## config.mk

```make
export PLATFORM = sky130hd
export DESIGN_NAME = uart_bootloader_host_sequencer_top_flat
export DESIGN_NICKNAME = d
export VERILOG_FILES = /design/src/rtl/core/ubhs_pkg.sv /design/src/rtl/core/ubhs_chan_if.sv /design/src/rtl/core/uart_bootloader_host_sequencer_top.sv /design/src/flat_wrapper.sv
export SDC_FILE = /design/constraint.sdc
export NUM_CORES = 1
export LEC_CHECK = 0
export CORE_MARGIN = 2
export CORE_UTILIZATION = 51
export DETAILED_ROUTE_END_ITERATION = 8
export DONT_BUFFER_PORTS = 1
export GPL_ROUTABILITY_DRIVEN = 0
export HOLD_SLACK_MARGIN = 0.1
export PLACE_DENSITY = 0.69
export SETUP_SLACK_MARGIN = 0.4
export SYNTH_ARGS = -nofsm -noshare
export SYNTH_HDL_FRONTEND = slang
export SYNTH_SLANG_ARGS = --single-unit
```

## constraint.sdc

```tcl
create_clock -name clk_i -period 3.8 [get_ports clk_i]
set_input_delay 1.14 -clock clk_i [delete_from_list [all_inputs] [get_ports clk_i]]
set_output_delay 1.14 -clock clk_i [all_outputs]
set_load 0.005 [all_outputs]
```

## src/rtl/core/ubhs_pkg.sv

```systemverilog
// shared types, codes and constants of the bootloader host sequencer
package ubhs_pkg;

  // command codes of an input word
  localparam logic [1:0] CMD_BEGIN   = 2'd0;
  localparam logic [1:0] CMD_RX_BYTE = 2'd1;
  localparam logic [1:0] CMD_ADVANCE = 2'd2;

  // operation codes
  localparam logic [3:0] OP_SYNC      = 4'd0;
  localparam logic [3:0] OP_GET       = 4'd1;
  localparam logic [3:0] OP_GETVER    = 4'd2;
  localparam logic [3:0] OP_GETID     = 4'd3;
  localparam logic [3:0] OP_READ      = 4'd4;
  localparam logic [3:0] OP_GO        = 4'd5;
  localparam logic [3:0] OP_WRITE     = 4'd6;
  localparam logic [3:0] OP_ERASE     = 4'd7;
  localparam logic [3:0] OP_UNPROTECT = 4'd8;
  localparam logic [3:0] OP_LAST      = OP_UNPROTECT;

  // status codes
  localparam logic [1:0] ST_OK         = 2'd0;
  localparam logic [1:0] ST_NACK       = 2'd1;
  localparam logic [1:0] ST_UNEXPECTED = 2'd2;

  // protocol bytes
  localparam logic [7:0] SYNC_BYTE         = 8'h7F;
  localparam logic [7:0] ACK_RESET         = 8'h79;
  localparam logic [7:0] GLOBAL_ERASE_CNT  = 8'hFF;
  localparam logic [7:0] GLOBAL_ERASE_TAIL = 8'h00;
  localparam logic [31:0] GO_OFFSET        = 32'd4;

  // most result words one input word can cause
  localparam int unsigned MaxRes = 5;
  localparam int unsigned ResIdxW = $clog2(MaxRes);
  localparam int unsigned ResCntW = $clog2(MaxRes + 1);

  typedef struct packed {
    logic [1:0]  command;
    logic [3:0]  operation;
    logic [31:0] target_address;
    logic [7:0]  byte_count;
    logic [7:0]  byte_value;
  } in_item_t;

  typedef struct packed {
    logic       tx_valid;
    logic [7:0] tx_byte;
    logic       data_valid;
    logic [7:0] data_byte;
    logic       done_res;
    logic [1:0] status;
    logic       last;
  } out_item_t;

  typedef logic [7:0] cfg_item_t;

  // opcode sent for each operation
  function automatic logic [7:0] opcode_of(input logic [3:0] op);
    logic [7:0] code;
    case (op)
      OP_SYNC:      code = SYNC_BYTE;
      OP_GET:       code = 8'h00;
      OP_GETVER:    code = 8'h01;
      OP_GETID:     code = 8'h02;
      OP_READ:      code = 8'h11;
      OP_GO:        code = 8'h21;
      OP_WRITE:     code = 8'h31;
      OP_ERASE:     code = 8'h43;
      OP_UNPROTECT: code = 8'h73;
      default:      code = 8'h00;
    endcase
    return code;
  endfunction

  // result word that transmits one byte
  function automatic out_item_t tx_word(input logic [7:0] b);
    out_item_t r;
    r = '0;
    r.tx_valid = 1'b1;
    r.tx_byte  = b;
    return r;
  endfunction

  // result word that ends the operation
  function automatic out_item_t done_word(input logic [1:0] st);
    out_item_t r;
    r = '0;
    r.done_res = 1'b1;
    r.status   = st;
    return r;
  endfunction

  // result word that carries a returned byte
  function automatic out_item_t data_word(input logic [7:0] b, input logic done);
    out_item_t r;
    r = '0;
    r.data_valid = 1'b1;
    r.data_byte  = b;
    r.done_res   = done;
    return r;
  endfunction

endpackage

```

## src/rtl/core/ubhs_chan_if.sv

```systemverilog
// valid/ready channel carrying one word of a given payload type
interface ubhs_chan_if #(
  parameter type payload_t = logic [7:0]
);
  logic     valid;
  logic     ready;
  payload_t payload;

  modport source (output valid, output payload, input ready);
  modport sink (input valid, input payload, output ready);
endinterface

```

## src/rtl/core/uart_bootloader_host_sequencer_top.sv

```systemverilog
// host sequencer for a serial rom bootloader: phase logic and result buffer
//
//  channel   | dir | word                         | accepted when
//  ----------+-----+------------------------------+-----------------------
//  in_chan   | in  | command, operation, address, | valid & ready
//            |     | count, byte value            |
//  out_chan  | out | tx, data, done, status, last | valid & ready
//  cfg_chan  | in  | ack byte                     | valid & ready (ready=1)
//
// every input word is decoded in the cycle it is accepted; its zero to five
// result words are loaded into the result buffer and leave one per cycle
// while the output is ready. a word holds the input until its last result
// leaves: the next word is taken in the same cycle as that last result.
// output stalls hold the buffer and so the input; reset returns to idle with
// the ack byte at 0x79.
module uart_bootloader_host_sequencer_top (
  input  logic        clk_i,
  input  logic        rst_ni,
  ubhs_chan_if.sink   in_chan,
  ubhs_chan_if.source out_chan,
  ubhs_chan_if.sink   cfg_chan
);
  import ubhs_pkg::*;

  typedef enum logic [3:0] {
    PhIdle,
    PhCmdAck,
    PhAddrAck,
    PhCountAck,
    PhRxCount,
    PhRxData,
    PhFinalAck,
    PhTxPayload,
    PhTxPages
  } phase_e;

  phase_e      phase_q, phase_d;
  logic [3:0]  op_q, op_d;
  logic [31:0] addr_q, addr_d;
  logic [7:0]  count_q, count_d;
  logic [8:0]  prog_q, prog_d;
  logic [7:0]  csum_q, csum_d;
  logic [7:0]  ack_q;

  out_item_t          res_q [MaxRes];
  out_item_t          res_d [MaxRes];
  logic [ResCntW-1:0] cnt_q, n_d;
  logic [ResIdxW-1:0] idx_q;

  in_item_t   it;
  logic       ok;
  logic       err;
  logic       prog_end;
  logic [7:0] adv_b;
  logic [7:0] csum_x;
  logic [7:0] opc;
  logic       in_fire, out_fire, out_last;

  assign it       = in_chan.payload;
  assign ok       = (it.byte_value == ack_q);
  assign prog_end = (prog_q >= {1'b0, count_q});
  assign opc      = opcode_of(it.operation);

  // handshake: input taken once the buffer drains its last word
  assign out_chan.valid   = (cnt_q != '0);
  assign out_chan.payload = res_q[idx_q];
  assign out_last         = res_q[idx_q].last;
  assign out_fire         = out_chan.valid & out_chan.ready;
  assign in_chan.ready    = !out_chan.valid | (out_chan.ready & out_last);
  assign in_fire          = in_chan.valid & in_chan.ready;
  assign cfg_chan.ready   = 1'b1;

  // phase decode and result words for one input word
  always_comb begin
    phase_d = phase_q;
    op_d    = op_q;
    addr_d  = addr_q;
    count_d = count_q;
    prog_d  = prog_q;
    csum_d  = csum_q;
    n_d     = '0;
    err     = 1'b0;
    adv_b   = it.byte_value;
    csum_x  = '0;
    for (int i = 0; i < MaxRes; i++) begin
      res_d[i] = '0;
    end
    case (it.command)
      CMD_BEGIN: begin
        if (phase_q == PhIdle && it.operation <= OP_LAST) begin
          op_d    = it.operation;
          addr_d  = (it.operation == OP_GO) ? 32'(it.target_address - GO_OFFSET)
                                            : it.target_address;
          count_d = it.byte_count;
          prog_d  = '0;
          csum_d  = '0;
          phase_d = PhCmdAck;
          res_d[0] = tx_word(opc);
          res_d[1] = tx_word(~opc);
          n_d = (it.operation == OP_SYNC) ? ResCntW'(1) : ResCntW'(2);
        end else begin
          err = 1'b1;
        end
      end
      CMD_RX_BYTE: begin
        case (phase_q)
          PhCmdAck: begin
            if (!ok) begin
              res_d[0] = done_word(ST_NACK);
              n_d      = ResCntW'(1);
              phase_d  = PhIdle;
            end else begin
              case (op_q)
                OP_SYNC: begin
                  res_d[0] = done_word(ST_OK);
                  n_d      = ResCntW'(1);
                  phase_d  = PhIdle;
                end
                OP_GET, OP_GETID: phase_d = PhRxCount;
                OP_GETVER: begin
                  count_d = 8'd2;
                  prog_d  = '0;
                  phase_d = PhRxData;
                end
                OP_READ, OP_GO, OP_WRITE: begin
                  phase_d  = PhAddrAck;
                  res_d[0] = tx_word(addr_q[31:24]);
                  res_d[1] = tx_word(addr_q[23:16]);
                  res_d[2] = tx_word(addr_q[15:8]);
                  res_d[3] = tx_word(addr_q[7:0]);
                  res_d[4] = tx_word(addr_q[31:24] ^ addr_q[23:16] ^
                                     addr_q[15:8] ^ addr_q[7:0]);
                  n_d      = ResCntW'(5);
                end
                OP_ERASE: begin
                  if (count_q == GLOBAL_ERASE_CNT) begin
                    res_d[0] = tx_word(GLOBAL_ERASE_CNT);
                    res_d[1] = tx_word(GLOBAL_ERASE_TAIL);
                    n_d      = ResCntW'(2);
                    phase_d  = PhFinalAck;
                  end else begin
                    csum_d   = count_q;
                    prog_d   = '0;
                    phase_d  = PhTxPages;
                    res_d[0] = tx_word(count_q);
                    n_d      = ResCntW'(1);
                  end
                end
                default: phase_d = PhFinalAck;
              endcase
            end
          end
          PhAddrAck: begin
            if (!ok) begin
              res_d[0] = done_word(ST_NACK);
              n_d      = ResCntW'(1);
              phase_d  = PhIdle;
            end else if (op_q == OP_READ) begin
              res_d[0] = tx_word(count_q);
              res_d[1] = tx_word(~count_q);
              n_d      = ResCntW'(2);
              phase_d  = PhCountAck;
            end else if (op_q == OP_WRITE) begin
              csum_d   = count_q;
              prog_d   = '0;
              phase_d  = PhTxPayload;
              res_d[0] = tx_word(count_q);
              n_d      = ResCntW'(1);
            end else begin
              res_d[0] = done_word(ST_OK);
              n_d      = ResCntW'(1);
              phase_d  = PhIdle;
            end
          end
          PhCountAck: begin
            if (!ok) begin
              res_d[0] = done_word(ST_NACK);
              n_d      = ResCntW'(1);
              phase_d  = PhIdle;
            end else begin
              prog_d  = '0;
              phase_d = PhRxData;
            end
          end
          PhRxCount: begin
            count_d = it.byte_value;
            prog_d  = '0;
            phase_d = PhRxData;
          end
          PhRxData: begin
            n_d = ResCntW'(1);
            if (prog_end) begin
              if (op_q == OP_READ) begin
                res_d[0] = data_word(it.byte_value, 1'b1);
                phase_d  = PhIdle;
              end else begin
                res_d[0] = data_word(it.byte_value, 1'b0);
                phase_d  = PhFinalAck;
              end
            end else begin
              res_d[0] = data_word(it.byte_value, 1'b0);
              prog_d   = 9'(prog_q + 9'd1);
            end
          end
          PhFinalAck: begin
            res_d[0] = done_word(ok ? ST_OK : ST_NACK);
            n_d      = ResCntW'(1);
            phase_d  = PhIdle;
          end
          default: err = 1'b1;
        endcase
      end
      CMD_ADVANCE: begin
        if (phase_q == PhTxPayload || phase_q == PhTxPages) begin
          adv_b    = (phase_q == PhTxPages) ? prog_q[7:0] : it.byte_value;
          csum_x   = csum_q ^ adv_b;
          csum_d   = csum_x;
          res_d[0] = tx_word(adv_b);
          if (prog_end) begin
            res_d[1] = tx_word(csum_x);
            n_d      = ResCntW'(2);
            phase_d  = PhFinalAck;
          end else begin
            n_d    = ResCntW'(1);
            prog_d = 9'(prog_q + 9'd1);
          end
        end else begin
          err = 1'b1;
        end
      end
      default: err = 1'b1;
    endcase
    // unexpected word: one status word, state untouched
    if (err) begin
      phase_d  = phase_q;
      op_d     = op_q;
      addr_d   = addr_q;
      count_d  = count_q;
      prog_d   = prog_q;
      csum_d   = csum_q;
      res_d[0] = '0;
      res_d[0].status = ST_UNEXPECTED;
      n_d      = ResCntW'(1);
    end
    // mark the final word of this input
    for (int i = 0; i < MaxRes; i++) begin
      if (ResCntW'(i + 1) == n_d) begin
        res_d[i].last = 1'b1;
      end
    end
  end

  // sequencer state and ack register
  always_ff @(posedge clk_i or negedge rst_ni) begin
    if (!rst_ni) begin
      phase_q <= PhIdle;
      op_q    <= '0;
      addr_q  <= '0;
      count_q <= '0;
      prog_q  <= '0;
      csum_q  <= '0;
      ack_q   <= ACK_RESET;
    end else begin
      if (in_fire) begin
        phase_q <= phase_d;
        op_q    <= op_d;
        addr_q  <= addr_d;
        count_q <= count_d;
        prog_q  <= prog_d;
        csum_q  <= csum_d;
      end
      if (cfg_chan.valid) begin
        ack_q <= cfg_chan.payload;
      end
    end
  end

  // result buffer fill and drain control
  always_ff @(posedge clk_i or negedge rst_ni) begin
    if (!rst_ni) begin
      cnt_q <= '0;
      idx_q <= '0;
    end else begin
      if (in_fire) begin
        cnt_q <= n_d;
        idx_q <= '0;
      end else if (out_fire) begin
        if (out_last) begin
          cnt_q <= '0;
          idx_q <= '0;
        end else begin
          idx_q <= ResIdxW'(idx_q + 1'b1);
        end
      end
    end
  end

  // result buffer words
  always_ff @(posedge clk_i) begin
    if (in_fire && n_d != '0) begin
      for (int i = 0; i < MaxRes; i++) begin
        res_q[i] <= res_d[i];
      end
    end
  end

endmodule

```

## src/flat_wrapper.sv

```systemverilog
// flat-port wrapper written by rule: the top's interface ports become plain ports
module uart_bootloader_host_sequencer_top_flat import ubhs_pkg::*;
  (clk_i, rst_ni, in_chan_valid, in_chan_payload, in_chan_ready, out_chan_valid, out_chan_payload, out_chan_ready, cfg_chan_valid, cfg_chan_payload, cfg_chan_ready);
  ubhs_chan_if #(.payload_t(in_item_t)) in_chan_i ();
  ubhs_chan_if #(.payload_t(out_item_t)) out_chan_i ();
  ubhs_chan_if #(.payload_t(cfg_item_t)) cfg_chan_i ();
  input  logic clk_i;
  input  logic rst_ni;
  input wire logic [$bits(in_chan_i.valid)-1:0] in_chan_valid;
  input wire logic [$bits(in_chan_i.payload)-1:0] in_chan_payload;
  output wire logic [$bits(in_chan_i.ready)-1:0] in_chan_ready;
  output wire logic [$bits(out_chan_i.valid)-1:0] out_chan_valid;
  output wire logic [$bits(out_chan_i.payload)-1:0] out_chan_payload;
  input wire logic [$bits(out_chan_i.ready)-1:0] out_chan_ready;
  input wire logic [$bits(cfg_chan_i.valid)-1:0] cfg_chan_valid;
  input wire logic [$bits(cfg_chan_i.payload)-1:0] cfg_chan_payload;
  output wire logic [$bits(cfg_chan_i.ready)-1:0] cfg_chan_ready;
  assign in_chan_i.valid = in_chan_valid;
  assign in_chan_i.payload = in_chan_payload;
  assign in_chan_ready = in_chan_i.ready;
  assign out_chan_valid = out_chan_i.valid;
  assign out_chan_payload = out_chan_i.payload;
  assign out_chan_i.ready = out_chan_ready;
  assign cfg_chan_i.valid = cfg_chan_valid;
  assign cfg_chan_i.payload = cfg_chan_payload;
  assign cfg_chan_ready = cfg_chan_i.ready;
  uart_bootloader_host_sequencer_top u_core (.clk_i(clk_i), .rst_ni(rst_ni), .in_chan(in_chan_i), .out_chan(out_chan_i), .cfg_chan(cfg_chan_i));
endmodule
```

==> results of run 1 <==
==> metal layers <==
metal	track usage [%]	vias to the layer above	routed length, um
met2	39.09	260	10010
met1	34.73	3147	9348
met4	7.228	0	346
met3	5.556	27	1489
met5	0	-	0
li1	-	3166	-
==> state kept, by name, summed over array words and instances (netlist names) <==
signal,cells
u_core.count_q,8
u_core.prog_q,9
u_core.idx_q,3
u_core.res_q,60
u_core.csum_q,8
u_core.phase_q,4
u_core.addr_q,32
u_core.cnt_q,3
u_core.ack_q,8
u_core.op_q,4
==> worst max-delay path: stages (launching register included) <==
cell      delay, ns
dfrtp_1        0.60
nand2b_1       0.25
o21ai_0        0.27
nor2_1         0.13
inv_1          0.13
nand2_1        0.12
nand2_1        0.10
==> power breakdown <==
part | switching, mW | internal (mW)
Sequential | 0.493 | 2.03
Clock | 0.646 | 0.932
Combinational | 1.03 | 0.802
Total | 2.17 | 3.76
==> final cells by class <==
type | count | area (um^2) | share of cell area, %
Clock buffer | 24 | 504.2 | 5.388
Clock inverter | 8 | 57.56 | 0.6150
Inverter | 32 | 120.1 | 1.283
Multi-Input combinational cell | 650 | 4367 | 46.66
Sequential cell | 139 | 3787 | 40.47
Tap cell | 220 | 275.3 | 2.941
Timing Repair Buffer | 33 | 247.7 | 2.647
==> layout by cell type (no fill, tap or decap), types with 6 or more instances in the layout <==
master / count
o2bb2ai_1: 7
nor3_1: 22
ha_1: 18
buf_4: 33
nand2_1: 86
nor2_1: 42
mux4_2: 8
or2_2: 6
xnor2_1: 64
inv_1: 32
nand4_1: 10
and3_1: 13
o21a_1: 7
mux2_2: 20
o21ai_0: 66
edfxtp_1: 60
dfrtp_1: 72
a31oi_1: 9
mux2i_1: 10
nor2b_1: 11
o22ai_1: 7
clkbuf_16: 19
nor4_1: 17
o31ai_1: 12
nand2b_1: 7
or3_1: 11
a21oi_1: 54
and2_1: 40
nand3_1: 11
==> repair_timing <==
action | in CTS | in global routing
hold buffers | 0 | 0
pin swaps | 0 | 0
gates resized for setup | 1 | 3
setup endpoints to repair | 12 | 63
==> metrics by stage <==
step           setup slack (ns)  cells  utilization [%]  hold WS (ns)  cell area [um^2]
2_1_floorplan            0.4144    870                -        0.4508              8466
3_3_place_gp             0.2082   1074            53.56        0.4739              8787
3_5_place_dp             0.1883   1074            53.56        0.4842              8787
4_1_cts                  0.3961   1106            57.01        0.3967              9354
5_1_grt                  0.4118   1106            57.04        0.3866              9359
6_report                 0.6278   1106            57.04        0.4160              9359
==> cells by family after synthesis <==
kind of cell / share of synthesized area (%)
AO/OA/AOI/OAI: 15.35
XOR/XNOR: 7.148
adder cells (fa/ha/maj): 2.782
buffers and inverters: 3.937
flip-flops: 44.77
multiplexers: 5.979
other: 0.08883
AND/OR/NAND/NOR: 19.95
==> how the worst min path moves through the flow <==
stage          cells after the start             from  slack (ns)                end
2_1_floorplan                      2  u_core.cnt_q[2]        0.45    u_core.cnt_q[2]
3_3_place_gp                       2  u_core.cnt_q[1]        0.47    u_core.cnt_q[1]
3_5_place_dp                       2  u_core.cnt_q[1]        0.48    u_core.cnt_q[1]
4_1_cts                            0           rst_ni        0.40     u_core.op_q[0]
5_1_grt                            0           rst_ni        0.39  u_core.addr_q[23]
6_report                           0           rst_ni        0.42  u_core.count_q[0]
==> reports/results.txt, run 1 <==
Worst Setup EP = in_chan_ready
Setup CP Type = reg2out
Clock tree buffer depth = 2
Final-layout fill cell count = 1435
FF+latch count, synth = 139
Vias per Instance = 5.967
Reg2Reg Depth = 7
TritonCTS Buffers = 17
CTS tree = yes
Die area = 17620 um^2
Sequential-to-total area share from yosys stat = 44.77%
Die height = 132.8 um
Worst-margin pin slew = 0.9754 ns
Std-Cell Rows = 47
CTS root buf = clkbuf_16
Ant diodes = 0
VDD IR max = 0.3489 mV
Drt pass-1 iters = 5
Clk_skew = 0.008212 ns
GRT overflow = 0
Pin count of the biggest net entering global routing = 80
Number of hold violations in the final report = 0
Final net count = 958
First-pass GRT wire length = 33.95 mm
Port Buf Inserts = 0
Clock tree sinks = 139
Area grow syn2layout = 10.70%
FF-to-FF setup slack = 0.64 ns
# Post-CTS Setup Buffers = 0
Final period utilization = 83.48%
Setup-failing EPs final = 0
Asr flop ratio synth = 56.83%
Critical path arrival = 2.03 ns
Total Routing Usage GR = 24.87%
RSZ-0062 raised after global routing = false
YS warnings = 0
Post-synthesis cell count = 869
Worst Setup SP = u_core.idx_q[2]
Max Slew Vio Count = 0
Routed Antenna Nets = 0
Drt initial violations = 581
Worst-path clk slew = 0.06 ns
Share of cells above drive strength 1 = 13.21%
Hold/Removal Path Class = in2async
RR Startpoint = u_core.phase_q[2]
Cell Area, Synth = 8454 um^2
Startpoint Class = flop
Worst-path fanout max = 16
Req. time, crit path = 2.66 ns
WL final = 21.19 mm
Reg2reg end = u_core.res_q[3][17]
Synth Flop Type = dfrtp_1
Status = complete, no violations
Core area = 16410 um^2
Post-detail-place hpwl = 15.54 mm
Commonest cells in the netlist = 86 x nand2_1, 74 x dfrtp_1, 66 x o21ai_0
Pwr dens = 634.0 nW/um^2
Yosys top cell area share = 21.90%
DRC Markers = 0
Top post-synthesis cells by area = dfrtp_1 22%, edfxtp_1 21%, xnor2_1 6.6%
Cell with the most instances after synthesis = nand2_1
Max Fclk = 315.2 MHz
EDFF count, synth = 60
Final Critical Period = 3.172 ns
Slew headroom = 34.69%
Antenna violations before repair = 0
Vias in the first global route = 6276
Yosys cell types = 72
Cell taking the most area after synthesis = dfrtp_1
Pwr Total = 5.933 mW
Max Cap Viol = 0
Syn_area_per_cell = 9.729 um^2
Skew-Pair Late Insertion Delay = 0.42 ns
Top Ports = 92
Routed length per instance = 19.16 um
P_leak = 3.449 nW
Post-Route Setup TNS = 0 ns
H-tree Lvls = 4
Initial core utilization = 51.53%
Crit. End Element = output port
Die span in x = 132.8 um
Total number of vias = 6600
Note: power is estimated with default switching activity, not from simulation.
==> run 2, diff against run 1 <==
==> constraint.sdc (replaced) <==
create_clock -name clk_i -period 2.6 [get_ports clk_i]
set_input_delay 0.78 -clock clk_i [delete_from_list [all_inputs] [get_ports clk_i]]
set_output_delay 0.78 -clock clk_i [all_outputs]
set_load 0.005 [all_outputs]
==> run 2 against run 1 <==
Compared with the run above: the run now ends with setup timing left; clock-buffer cell count fell by 4; combinational power rose to 3.0 times the previous value; sequential share of layout area fell by 11 points; worst hold slack got worse by 0.37 ns; critical path depth rose by 3; critical path type is now reg2reg.
==> reports/results.txt, run 2 (same netlist as run 1, synthesis figures left out) <==
GRT overflow = 0
Status = complete, but fails checks
Routed Antenna Nets = 0
Initial core utilization = 51.53%
H-tree Lvls = 4
VDD IR max = 0.5239 mV
Top Ports = 92
Hold/Removal Path Class = in2async
Setup-failing EPs final = 55
CTS tree = yes
Vias per Instance = 6.669
Clk_skew = 0.008502 ns
Final period utilization = 101.9%
Die area = 17620 um^2
First-pass GRT wire length = 42.56 mm
Most frequent cells in the layout = 96 x buf_4, 66 x dfrtp_1, 60 x edfxtp_1
Reg2Reg Depth = 9
RR Startpoint = u_core.phase_q[3]
Post-detail-place hpwl = 18.07 mm
Placed insts = 1150
Std-Cell Rows = 47
Max Slew Vio Count = 0
Drt initial violations = 1240
Die span in x = 132.8 um
Routed length per instance = 25.62 um
Pin count of the biggest net entering global routing = 80
Most Frequent Cell on Critical Path = buf_4
Max Fclk = 377.4 MHz
Final hold slack = 0.04314 ns
Core area = 16410 um^2
CP peak stage delay = 0.46 ns
Worst-path clk slew = 0.06 ns
Most common cell after layout, fill and taps aside = buf_4
Worst Setup SP = u_core.phase_q[3]
Share of cells above drive strength 1 = 49.33%
Crit-path slowest cell = dfrtp_2
Critical path arrival = 2.80 ns
Worst-margin pin slew = 0.6474 ns
Fin cells = 1260
Worst-path fanout max = 7
Clock tree buffer depth = 2
Startpoint Class = flop
Area grow syn2layout = 50.48%
Antenna violations before repair = 0
Number of hold violations in the final report = 0
Skew-Pair Late Insertion Delay = 0.43 ns
Reg2reg end = u_core.res_q[4][0]
CTS root buf = clkbuf_16
Req. time, crit path = 2.75 ns
Die height = 132.8 um
FF-to-FF setup slack = -0.05 ns
P_leak = 4.937 nW
Final Critical Period = 2.650 ns
Max FFs per register = 60
TritonCTS Buffers = 17
Crit. End Element = flop
Crit-path cells = nor2_1 -> nand3b_1 -> nor4_4 -> buf_4 -> nand3_2 -> nand4_1 -> o21a_4 -> buf_4 -> buf_16
WL final = 32.28 mm
Port Buf Inserts = 0
Final net count = 1112
Total number of vias = 8403
Top Registers = u_core.res_q x60, u_core.addr_q x32, u_core.prog_q x9
Ant diodes = 0
Slew headroom = 56.73%
Total Routing Usage GR = 31.45%
Setup CP Type = reg2reg
Drt pass-1 iters = 6
Failing checks = setup timing
RSZ-0062 raised after global routing = true
Final worst slack = -0.04985 ns
Reg with most FFs = u_core.res_q
Final-layout fill cell count = 865
DRC Markers = 0
Max Cap Viol = 0
Pwr dens = 912.3 nW/um^2
Clock tree sinks = 139
Vias in the first global route = 7923
run 2: cell types whose count changed in the layout (fill, tap and decap cells not counted), moves of 20 or more:
cell     delta
and2_1     -37
a21oi_1    -22
buf_6      +52
buf_4      +63
o21ai_0    -48
o21ai_1    +20
a21oi_2    +20
nand2_2    +25
and2_4     +37
nand2_1    -39
o21ai_2    +27
run 2: through the flow:
stage	cell area, um^2	setup WS (ns)	power [mW]	util, %	setup TNS (ns)
after floorplan	8751	-0.2686	5.656	-	-17.10
after global placement	9659	-0.1563	6.758	58.87	-3.591
after detailed placement	9659	-0.2099	6.931	58.87	-8.698
after CTS	11560	0.008625	10.38	70.44	0
after global routing	12720	-0.06557	11.98	77.54	-2.811
final	12720	-0.04985	11.61	77.54	-1.262
run 2: critical path: cells and delay by family (launching register included):
family | cells | cell delay [ns]
DFF | 1 | 0.46
buffers and inverters | 3 | 0.48
AOI/OAI and AO/OA | 1 | 0.25
and+or+nand+nor | 5 | 1.16
run 2: layout make-up:
cell class	count	area [um^2]	share of cell area, %
inverters	32	152.6	1.200
repair inverters	1	7.507	0.05901
multi-input cells	651	5798	45.57
repair buffers	185	2102	16.52
flip-flops and latches	139	3795	29.83
clock inverters	12	135.1	1.062
well taps	220	275.3	2.164
clock buffers	20	456.7	3.590
run 2: worst max-delay path by stage:
stage,endpoint,slack (ns)
floorplan,u_core.addr_q[30],-0.27
global placement,u_core.addr_q[30],-0.16
detailed placement,u_core.addr_q[31],-0.21
CTS,u_core.res_q[1][17],0.009
global route,u_core.res_q[4][0],-0.07
finish,u_core.res_q[4][0],-0.05
run 2: power by group:
part           switching [mW]  internal, mW
registers               0.667          2.97
clock network            1.01          1.47
logic                    2.87          2.61
total                    4.55          7.05
run 2: metal layers:
layer / track usage [%] / vias to the layer above / routed length [um]
li1: - / 3505 / -
met2: 52.96 / 622 / 15860
met1: 38.45 / 4067 / 11450
met4: 15.59 / 0 / 2188
met3: 6.628 / 209 / 2790
met5: 0 / - / 0
run 2: what timing repair did:
item | in CTS | in global routing
cloned | 13 | 7
endpoints found under the hold margin | 74 | 74
resized for setup | 181 | 234
endpoints found under the setup margin | 179 | 206
buffers inserted | 40 | 18
pin swaps | 50 | 60
